## src/rtl/cde_pkg.sv

```systemverilog
`default_nettype none
// ----------------------------------------------------------------------------
// cde_pkg: shared types and codes of the circular deque engine
// Operation and status codes, and the widths of their fields.
// ----------------------------------------------------------------------------
package cde_pkg;

   localparam int FuncWidth   = 4;
   localparam int StatusWidth = 2;

   typedef enum logic [3:0] {
      FN_PUSH_TAIL  = 4'd0,
      FN_PUSH_HEAD  = 4'd1,
      FN_POP_TAIL   = 4'd2,
      FN_POP_HEAD   = 4'd3,
      FN_READ       = 4'd4,
      FN_WRITE      = 4'd5,
      FN_INSERT     = 4'd6,
      FN_ERASE      = 4'd7,
      FN_CLEAR      = 4'd8
   } func_type;

   typedef enum logic [1:0] {
      ST_OK    = 2'd0,
      ST_FULL  = 2'd1,
      ST_EMPTY = 2'd2,
      ST_RANGE = 2'd3
   } status_type;

endpackage
`default_nettype wire

```

## src/rtl/cde_ram.sv

```systemverilog
`default_nettype none
// ----------------------------------------------------------------------------
// cde_ram: generic single-port RAM
// One write or one read per cycle; read data is registered.
// ----------------------------------------------------------------------------
module cde_ram #(
   parameter int WIDTH = 32,
   parameter int DEPTH = 32
) (
   input  wire logic                     clock,
   input  wire logic                     wr_en,
   input  wire logic [$clog2(DEPTH)-1:0] addr,
   input  wire logic [WIDTH-1:0]         wr_data,
   output logic      [WIDTH-1:0]         rd_data
);

   logic [WIDTH-1:0] mem [DEPTH];

   // Storage array with registered read port.
   always_ff @(posedge clock) begin
      if (wr_en) begin
         mem[addr] <= wr_data;
      end
      rd_data <= mem[addr];
   end

endmodule
`default_nettype wire

```

## src/rtl/circular_deque_engine_unit.sv

```systemverilog
`default_nettype none
// ----------------------------------------------------------------------------
// circular_deque_engine_unit: double-ended queue in a circular store
// Push and pop at either end, indexed read, write, insert, erase and clear.
// ----------------------------------------------------------------------------
// An item is taken when start is high and busy is low; busy rises the next
// cycle and stays up until the result strobe. The receiver cannot stall:
// each result is on the rsp_ ports for exactly one cycle while rsp_valid is
// high. Every item goes through one single-port store, so its length is set
// by store accesses: status-only items make none, pushes and writes one write,
// pops and reads one read, and insert and erase one access of their own and
// k element moves, k at most CAPACITY/2 (each move is a read and a write on
// the one port). A one-entry command queue sits between the front part,
// which checks the item, and the back part, which runs the store.
// ----------------------------------------------------------------------------
module circular_deque_engine_unit #(
   parameter int CAPACITY   = 32,
   parameter int DATA_WIDTH = 32
) (
   input  wire logic                            clock,
   input  wire logic                            reset,
   input  wire logic                            start,
   output logic                                 busy,
   input  wire logic [cde_pkg::FuncWidth-1:0]   req_func,
   input  wire logic [5:0]                      req_position,
   input  wire logic [31:0]                     req_value,
   output logic                                 rsp_valid,
   output logic [31:0]                          rsp_read_data,
   output logic [5:0]                           rsp_count,
   output logic [cde_pkg::StatusWidth-1:0]      rsp_status
);
   import cde_pkg::*;

   localparam int AW = $clog2(CAPACITY);
   localparam int CW = $clog2(CAPACITY + 1);
   localparam int PW = (CW > 6) ? CW : 6;
   localparam logic [CW-1:0] CapC = CW'(CAPACITY);

   typedef enum logic [2:0] {
      S_IDLE, S_QUEUED, S_READ, S_MOVE_RD, S_MOVE_WR, S_FINAL_WR, S_DONE
   } state_type;

   state_type       state_ff, state_in;
   logic [AW-1:0]   head_ff, head_in;
   logic [CW-1:0]   count_ff, count_in;
   // Queued command.
   func_type        func_ff, func_in;
   logic [CW-1:0]   pos_ff, pos_in;
   logic [DATA_WIDTH-1:0] val_ff, val_in;
   logic            ok_ff, ok_in;
   status_type      st_ff, st_in;
   logic            back_ff, back_in;      // move toward back side
   logic [CW-1:0]   idx_ff, idx_in;        // current logical index while moving
   logic [CW-1:0]   stop_ff, stop_in;
   logic [DATA_WIDTH-1:0] rd_ff, rd_in;
   logic            rv_ff, rv_in;

   logic                  wr_en;
   logic [AW-1:0]         addr;
   logic [DATA_WIDTH-1:0] wr_data, ram_q;
   logic [CW-1:0]         lidx;

   cde_ram #(.WIDTH(DATA_WIDTH), .DEPTH(CAPACITY)) u_ram (
      .clock(clock), .wr_en(wr_en), .addr(addr), .wr_data(wr_data), .rd_data(ram_q)
   );

   // Map a logical index to a physical slot, modulo CAPACITY.
   function automatic logic [AW-1:0] slot(input logic [AW-1:0] h, input logic [CW-1:0] l);
      logic [CW:0] s;
      s = {{(CW+1-AW){1'b0}}, h} + {1'b0, l};
      if (s >= {1'b0, CapC}) s = s - {1'b0, CapC};
      return s[AW-1:0];
   endfunction

   logic [PW-1:0] pos_w;
   logic [CW-1:0] pos_c;
   logic          pos_big;
   assign pos_w   = PW'(req_position);
   assign pos_c   = pos_w[CW-1:0];
   assign pos_big = (PW > CW) ? (pos_w >> CW) != '0 : 1'b0;

   assign busy = (state_ff != S_IDLE);

   // Front part: classify the item and fill the command queue.
   // Back part: the sequencer that runs the store.
   always_comb begin
      state_in = state_ff; head_in = head_ff; count_in = count_ff;
      func_in = func_ff; pos_in = pos_ff; val_in = val_ff; ok_in = ok_ff; st_in = st_ff;
      back_in = back_ff; idx_in = idx_ff; stop_in = stop_ff; rd_in = rd_ff;
      rv_in = 1'b0;
      wr_en = 1'b0; lidx = '0; wr_data = val_ff;
      case (state_ff)
         S_IDLE: begin
            if (start) begin
               func_in = func_type'(req_func);
               pos_in  = pos_c;
               val_in  = req_value[DATA_WIDTH-1:0];
               rd_in   = '0;
               st_in   = ST_OK;
               ok_in   = 1'b1;
               case (req_func)
                  FN_PUSH_TAIL, FN_PUSH_HEAD:
                     if (count_ff == CapC) begin st_in = ST_FULL; ok_in = 1'b0; end
                  FN_POP_TAIL, FN_POP_HEAD:
                     if (count_ff == '0) begin st_in = ST_EMPTY; ok_in = 1'b0; end
                  FN_READ, FN_ERASE:
                     if (count_ff == '0) begin st_in = ST_EMPTY; ok_in = 1'b0; end
                     else if (pos_big || pos_c >= count_ff) begin
                        st_in = ST_RANGE; ok_in = 1'b0;
                     end
                  FN_WRITE:
                     if (pos_big || pos_c >= count_ff) begin
                        st_in = ST_RANGE; ok_in = 1'b0;
                     end
                  FN_INSERT:
                     if (count_ff == CapC) begin st_in = ST_FULL; ok_in = 1'b0; end
                     else if (pos_big || pos_c > count_ff) begin
                        st_in = ST_RANGE; ok_in = 1'b0;
                     end
                  default: ok_in = 1'b1;
               endcase
               state_in = S_QUEUED;
            end
         end
         S_QUEUED: begin
            state_in = S_DONE;
            if (ok_ff) begin
               case (func_ff)
                  FN_PUSH_TAIL: begin
                     wr_en = 1'b1; lidx = count_ff; count_in = count_ff + 1'b1;
                  end
                  FN_PUSH_HEAD: begin
                     head_in = slot(head_ff, CapC - 1'b1);
                     wr_en = 1'b1; lidx = CapC - 1'b1; count_in = count_ff + 1'b1;
                  end
                  FN_POP_TAIL: begin
                     lidx = count_ff - 1'b1; count_in = count_ff - 1'b1; state_in = S_READ;
                  end
                  FN_POP_HEAD: begin
                     lidx = '0; head_in = slot(head_ff, CW'(1));
                     count_in = count_ff - 1'b1; state_in = S_READ;
                  end
                  FN_READ: begin lidx = pos_ff; state_in = S_READ; end
                  FN_WRITE: begin wr_en = 1'b1; lidx = pos_ff; end
                  FN_INSERT: begin
                     if (pos_ff >= (count_ff >> 1)) begin
                        back_in = 1'b1; idx_in = count_ff; stop_in = pos_ff;
                     end else begin
                        back_in = 1'b0; head_in = slot(head_ff, CapC - 1'b1);
                        idx_in = '0; stop_in = pos_ff;
                     end
                     count_in = count_ff + 1'b1;
                     state_in = S_MOVE_RD;
                  end
                  FN_ERASE: begin
                     lidx = pos_ff; state_in = S_READ;
                  end
                  FN_CLEAR: begin head_in = '0; count_in = '0; end
                  default: state_in = S_DONE;
               endcase
            end
         end
         S_READ: begin
            rd_in = ram_q;
            state_in = S_DONE;
            if (func_ff == FN_ERASE) begin
               if (pos_ff >= (count_ff >> 1)) begin
                  back_in = 1'b1; idx_in = pos_ff; stop_in = count_ff - 1'b1;
               end else begin
                  back_in = 1'b0; idx_in = pos_ff; stop_in = '0;
               end
               state_in = S_MOVE_RD;
            end
         end
         S_MOVE_RD: begin
            // Insert: back side moves i-1 -> i down to pos; front side i+1 -> i up to pos.
            // Erase: back side moves i+1 -> i up to count-1; front side i-1 -> i down to 0.
            if (idx_ff == stop_ff) begin
               if (func_ff == FN_INSERT) begin
                  state_in = S_FINAL_WR;
               end else begin
                  if (!back_ff) head_in = slot(head_ff, CW'(1));
                  count_in = count_ff - 1'b1;
                  state_in = S_DONE;
               end
            end else begin
               if ((func_ff == FN_INSERT) == back_ff) lidx = idx_ff - 1'b1;
               else lidx = idx_ff + 1'b1;
               state_in = S_MOVE_WR;
            end
         end
         S_MOVE_WR: begin
            wr_en = 1'b1; lidx = idx_ff; wr_data = ram_q;
            idx_in = ((func_ff == FN_INSERT) == back_ff) ? idx_ff - 1'b1 : idx_ff + 1'b1;
            state_in = S_MOVE_RD;
         end
         S_FINAL_WR: begin
            wr_en = 1'b1; lidx = pos_ff; state_in = S_DONE;
         end
         S_DONE: begin
            rv_in = 1'b1; state_in = S_IDLE;
         end
         default: state_in = S_IDLE;
      endcase
      addr = slot(head_ff, lidx);
   end

   // State, pointers and registered result.
   always_ff @(posedge clock) begin
      if (reset) begin
         state_ff <= S_IDLE; head_ff <= '0; count_ff <= '0; rv_ff <= 1'b0;
      end else begin
         state_ff <= state_in; head_ff <= head_in; count_ff <= count_in; rv_ff <= rv_in;
      end
      func_ff <= func_in; pos_ff <= pos_in; val_ff <= val_in; ok_ff <= ok_in;
      st_ff <= st_in; back_ff <= back_in; idx_ff <= idx_in; stop_ff <= stop_in;
      rd_ff <= rd_in;
   end

   assign rsp_valid     = rv_ff;
   assign rsp_read_data = 32'(rd_ff);
   assign rsp_count     = 6'(count_ff);
   assign rsp_status    = st_ff;

endmodule
`default_nettype wire
```

## config.mk

```make
export PLATFORM = sky130hd
export DESIGN_NAME = circular_deque_engine_unit
export DESIGN_NICKNAME = d
export VERILOG_FILES = /design/src/rtl/cde_pkg.sv /design/src/rtl/cde_ram.sv /design/src/rtl/circular_deque_engine_unit.sv
export SDC_FILE = /design/constraint.sdc
export NUM_CORES = 1
export LEC_CHECK = 0
export ABC_CLOCK_PERIOD_IN_PS = 15650
export BUFFER_PORTS_ARGS = -buffer_cell sky130_fd_sc_hd__buf_2
export CAP_MARGIN = 25
export CORE_ASPECT_RATIO = 0.8
export CORE_UTILIZATION = 45
export CTS_CLUSTER_DIAMETER = 30
export DETAILED_ROUTE_END_ITERATION = 8
export SLEW_MARGIN = 30
export SYNTH_ARGS = -nofsm -noshare
export SYNTH_HDL_FRONTEND = slang
export SYNTH_SLANG_ARGS = --single-unit
```

## constraint.sdc

```tcl
create_clock -name clock -period 15.65 [get_ports clock]
set_input_delay 0 -clock clock [delete_from_list [all_inputs] [get_ports clock]]
set_output_delay 0 -clock clock [all_outputs]
set_load 0.02 [all_outputs]
```

==> flow_summary.yaml, run 1 <==
cts:
  cts_tree: "done"
  clkLatencyLatePin_ns: 0.76
  clk_pin_slew_ns: 0.05
  cts_buffers: 193
  root_buffer: "clkbuf_16"
  clkSinkCount: 1161
  h-tree-depth: 4
  postCtsSetupBuffers: 0
  clk_path_buf_depth: 3
synth:
  yosys.area.top_type: "edfxtp_1"
  yosys_warnings: 0
  ys_seq_area_share_pct: 75.9
  synth_ff_type: "edfxtp_1"
  ys_seq_elements: 1161
  avgSynthCellArea_um2: 21.4
  synth_xor_area_share_pct: 0.367
  synth_top_family_by_area: "multiplexers"
  async_reset_ff_share_pct: 0
  synth_nets: 2185
  synth-compound-area-share_pct: 1.95
  synth.top_cell.area_share_pct: 73.8
  synthTopCellsByCount: "edfxtp_1, mux4_2, nand2_1, clkbuf_1, dfxtp_1"
  synth_area_leaders: "edfxtp_1, mux4_2, dfxtp_1"
  synthAdderAreaFrac_pct: 0.624
  syn_inst: 2118
  yosys.area_share.simple_pct: 3.25
  synthesis.area_mm2: 0.0453
  synth_most_common_cell: "edfxtp_1"
  yosys-mux-area-fraction_pct: 16.8
  synth.distinct_cells: 69
  synth-edff-count: 1114
timing:
  min_period_ns: 7.44
  finalSetupViolations: 0
  rsz0062_at_grt: "false"
  drv_slew: 0
  hold_viol_final: 0
  fmax_mhz: 134
  fin_setup_tns_ns: 0
  period_share_pct: 47.5
  fin_skew_ns: 0.0278
  slew-limit-headroom_pct: 32.8
  tightest_slew_ns: 1.01
  fin_ws_ns: 8.21
grt:
  grt.overflow.total: 0
  grt_usage_pct: 22.4
  antenna_found_initial: 3
  grt_pass1_wl_um: 162000
  grt_pass1_vias: 23300
  grt_max_degree: 105
setup_path:
  critPathKind: "reg2reg"
  max_stage_delay_ns: 0.76
  worst-path-max-fanout: 37
  ff2ff_setup_slack_ns: 8.21
  cp.depth: 19
  end_kind: "register"
  worstPathArrival_ns: 7.83
  start_kind: "register"
  reg2reg_depth: 19
  slowest_stage: "nor2_4"
  reg2reg_from: "func_ff[0]"
  critPathTopFamily: "simple AND/OR/NAND/NOR gates"
  crit_path_start: "func_ff[0]"
  crit_chain: "and4bb_2 -> xnor2_1 -> xnor2_1 -> ha_1 -> nor3_1 -> a21o_1 -> xor2_1 -> a221o_1 -> ha_1 -> a21o_1 -> a21oi_1 -> xnor2_1 -> or3_1 -> o221ai_4 -> buf_4 -> buf_4 -> nand3_1 -> nor2_4 -> buf_4"
  crit_required_ns: 16.05
  rr_endpoint: "u_ram.mem[1][10]"
  crit_end: "u_ram.mem[1][10]"
  crit_buf_inv: 3
floorplan:
  initial_core_util_pct: 45.7
  die_x_um: 357
  row_count: 103
  coreArea_mm2: 0.0992
  die_area_mm2: 0.102
  pin_count: 87
  dieHeight_um: 286
hold_path:
  min-delay-path-class: "in2reg"
route:
  drt_wl_total_um: 112000
  viasPerCell: 5.90
  drt_first_iter_violations: 2710
  drc_errors: 0
  avgRoutedWirePerCell_um: 28.7
  drt_first_pass_iters: 7
  postRouteAntennaNets: 0
  vias: 23100
power_and_ir_drop:
  p_per_area_mw_per_mm2: 216
  ir_worst_vdd_mv: 0.154
  p_leak_uw: 0.0181
placed_design:
  dpl-instance-area_mm2: 0.0477
  hpwlAfterDp_um: 60700
  preCtsSetupSlack_ns: 8.34
  gp_congestion: 0.875
  port_buffers: 86
job:
  max_cap_viol_count: 0
cells_and_area:
  layout.nets: 2501
  diodes: 0
  drive_gt1_share_pct: 33.9
  syn2layout_area_growth_pct: 22.2
  design_area_mm2: 0.0554
run_status:
  status: "finished clean"
-- how the worst min path moves through the flow --
| stage | startpoint | to | cells past startpoint |
|---|---|---|---|
| 4_1_cts | req_func[0] | func_ff[0] | 2 |
| 6_report | req_func[0] | func_ff[0] | 2 |
| 5_1_grt | req_func[3] | func_ff[3] | 2 |
| 3_5_place_dp | req_value[5] | val_ff[5] | 1 |
| 2_1_floorplan | req_func[0] | func_ff[0] | 0 |
| 3_3_place_gp | req_value[31] | val_ff[31] | 1 |
-- cell families after synthesis --
group	after synthesis
and+or+nand+nor	302
xor gates and xnor gates	19
buffers and inverters	133
DFF	1161
muxes	355
adders and majority gates	22
AOI/OAI and AO/OA	126
-- sequential cells by signal (all words and copies together) (netlist names), 2 cells and up --
name           count
u_ram.mem       1024
rsp_read_data     32
u_ram.rd_data     32
val_ff            32
idx_ff             6
pos_ff             6
rsp_count          6
stop_ff            6
head_ff            5
func_ff            4
state_ff           3
rsp_status         2
-- through the flow --
step / instances / total power (uW) / util [%] / hold slack (ns)
final: 3912 / 11900 / 55.8 / 0.104
after global routing: 3912 / 12400 / 55.8 / 0.0826
after CTS: 3910 / 12000 / 55.7 / 0.0441
after detailed placement: 3467 / 7750 / 48.1 / 0.178
after global placement: 3466 / 7680 / 48.1 / 0.179
after floorplan: 2118 / 6640 / - / 0.0989
-- where the power goes --
part	total [uW]	internal, uW	switching, uW
Combinational	3460	1520	1940
Clock	4270	2780	1490
Sequential	4220	4070	149
Total	11900	8370	3580
-- worst reg2reg max path: cells and delay by family, from the launching register on --
kind,cells,cell delay (ns)
fa+ha+maj,2,0.62
buf+inv,3,1.59
xor+xnor,4,0.97
flops,1,0.66
compound gates,5,1.10
simple gates,5,2.15
-- layout make-up --
type,instances,area (um^2)
Fill cell,7339,43800
Clock inverter,134,1550
Sequential cell,1161,34400
Inverter,19,71.3
Multi-Input combinational cell,824,10700
Tap cell,1312,1640
Clock buffer,227,5150
Timing Repair Buffer,235,1850
-- cell usage in the layout, fill, tap and decap left out, drive strengths merged, types with 10 or more instances in the layout --
cell type / count
nand2: 125
buf: 153
nor2: 40
clkbuf: 227
nor2b: 10
bufinv: 25
dlygate4sd3: 82
clkinvlp: 25
dfxtp: 47
and3: 36
mux4: 320
clkinv: 68
a21oi: 31
xnor2: 17
ha: 21
a21o: 11
o21ai: 22
inv: 35
nor3: 33
edfxtp: 1114
mux2: 34
-- routing by layer --
layer  GRT usage (%)  up-vias  part of all wire [%]
li1                -     9575                     -
met5               0        -                     0
met3            4.80      160                   8.2
met4            6.49        0                   1.8
met1            33.2    12300                    44
met2            33.6     1044                    46
-- repair_timing --
item,in CTS,in global routing
hold buffers,82,0
endpoints found under the hold margin,60,0
gates resized for setup,0,0
(Power assumes the default switching activity.)
==> run 2, diff against run 1 <==
--- a/config.mk
+++ b/config.mk
@@ -5,7 +5,7 @@
 export SDC_FILE = /design/constraint.sdc
 export NUM_CORES = 1
 export LEC_CHECK = 0
-export ABC_CLOCK_PERIOD_IN_PS = 15650
+export ABC_CLOCK_PERIOD_IN_PS = 6000
 export BUFFER_PORTS_ARGS = -buffer_cell sky130_fd_sc_hd__buf_2
 export CAP_MARGIN = 25
 export CORE_ASPECT_RATIO = 0.8
==> constraint.sdc (replaced) <==
create_clock -name clock -period 6 [get_ports clock]
set_input_delay 0 -clock clock [delete_from_list [all_inputs] [get_ports clock]]
set_output_delay 0 -clock clock [all_outputs]
set_load 0.02 [all_outputs]
==> run 2 against run 1 <==
- total power increased to 2.7 times the previous value
- critical path type unchanged
- critical endpoint is now u_ram.mem[14][1]
- first-iteration DRC count decreased by 1.5%
- clock-buffer cell count decreased by 28
- via count decreased by 0.38%
- flip-flop and latch count unchanged
==> flow_summary.yaml, run 2 (synthesis gave the netlist of run 1 again) <==
cts:
  clkSinkCount: 1161
  clk_pin_slew_ns: 0.05
  cts_buffers: 184
  cts_tree: "done"
  clk_path_buf_depth: 3
  h-tree-depth: 4
  root_buffer: "clkbuf_16"
  postCtsSetupBuffers: 0
  clkLatencyLatePin_ns: 0.79
cells_and_area:
  final_core_util_pct: 56.3
  layout.nets: 2524
  drive_gt1_share_pct: 34.7
  regMostFlops: "u_ram.mem"
  layout_commonest_cell: "edfxtp_1"
  syn2layout_area_growth_pct: 23.3
  design_area_mm2: 0.0559
  final_cell_mix: "edfxtp_1, mux4_2, clkbuf_16"
  largest_register_ffs: 1024
  diodes: 0
setup_path:
  crit_chain: "and4bb_2 -> xnor2_1 -> xnor2_1 -> ha_1 -> nor3_1 -> a21o_1 -> xor2_1 -> a221o_1 -> ha_1 -> a21o_1 -> a21oi_1 -> xnor2_1 -> or3_1 -> o221ai_4 -> buf_12 -> buf_4 -> nor3b_4 -> buf_12"
  crit_required_ns: 6.46
  cpMostUsedCell: "xnor2_1"
  worstPathArrival_ns: 5.84
  start_kind: "register"
  slowest_stage: "edfxtp_1"
  end_kind: "register"
  critPathKind: "reg2reg"
  worst-path-max-fanout: 32
  max_stage_delay_ns: 0.55
route:
  postRouteAntennaNets: 0
  drt_wl_total_um: 112000
  drc_errors: 0
  drt_first_iter_violations: 2670
  avgRoutedWirePerCell_um: 28.5
  viasPerCell: 5.85
  drt_first_pass_iters: 7
  vias: 23000
floorplan:
  row_count: 103
  pin_count: 87
  die_x_um: 357
  initial_core_util_pct: 45.7
  dieHeight_um: 286
  die_area_mm2: 0.102
  coreArea_mm2: 0.0992
timing:
  slew-limit-headroom_pct: 37.6
  min_period_ns: 5.39
  whs_ns: 0.0403
  period_share_pct: 89.8
  rsz0062_at_grt: "false"
  finalSetupViolations: 0
  hold_viol_final: 0
  tightest_slew_ns: 0.935
  fin_skew_ns: 0.0318
  drv_slew: 0
  fmax_mhz: 186
  fin_ws_ns: 0.613
placed_design:
  port_buffers: 86
  preCtsSetupSlack_ns: 0.701
  dpl-instance-area_mm2: 0.0484
  hpwlAfterDp_um: 66000
  gp_congestion: 0.835
job:
  max_cap_viol_count: 0
grt:
  grt_pass1_vias: 23500
  antenna_found_initial: 12
  grt.overflow.total: 0
  grt_pass1_wl_um: 162000
  grt_usage_pct: 22.4
  grt_max_degree: 114
power_and_ir_drop:
  p_per_area_mw_per_mm2: 574
  ir_worst_vdd_mv: 0.494
  p_leak_uw: 0.0184
run_status:
  status: "finished clean"
hold_path:
  min-delay-path-class: "in2reg"
run 2: final timing paths:
path	from	end	slack, ns	depth (start not counted)
setup / recovery	func_ff[2]	u_ram.mem[14][1]	0.61	18
hold / removal	req_func[0]	func_ff[0]	0.04	2
setup reg to reg	func_ff[2]	u_ram.mem[14][1]	0.61	18
hold reg to reg	head_ff[4]	head_ff[4]	0.52	1
run 2: per-stage QoR:
step / setup TNS [ns] / power [uW] / instances
after global routing: 0 / 33300 / 3930
after detailed placement: 0 / 21200 / 3500
after global placement: 0 / 21000 / 3497
after floorplan: -71.33 / 17400 / 2118
after CTS: 0 / 32300 / 3930
final: 0 / 32000 / 3930
run 2: critical path: cells and delay by family (launching register included):
family          cells  cell delay (ns)
fa+ha+maj           2             0.61
flops               1             0.55
buf+inv             3             0.88
simple gates        4             1.14
compound gates      5             1.10
xor+xnor            4             0.69
run 2: power breakdown:
group / internal, uW / leakage [uW] / switching, uW
combinational: 4190 / 0.00480 / 5870
clock: 7050 / 0.00317 / 4010
sequential: 10600 / 0.0105 / 340
total: 21800 / 0.0184 / 10200
run 2: final cells by class:
cell class / instances / area, um^2
Tap cell: 1312 / 1640
Clock buffer: 199 / 4730
Clock inverter: 148 / 1850
Sequential cell: 1161 / 34400
Timing Repair Buffer: 267 / 2360
Inverter: 19 / 71.3
Fill cell: 7416 / 43400
Multi-Input combinational cell: 824 / 10800
run 2: routing by layer:
layer	GRT usage (%)	wire [um]
met2	32.3	50200
met4	7.03	2390
met3	4.98	8520
met1	33.9	50700
met5	0	0
run 2: repair_timing:
action / CTS / global route
resized for setup: 0 / 0
hold buffers: 83 / 0
hold endpoints to repair: 60 / 0
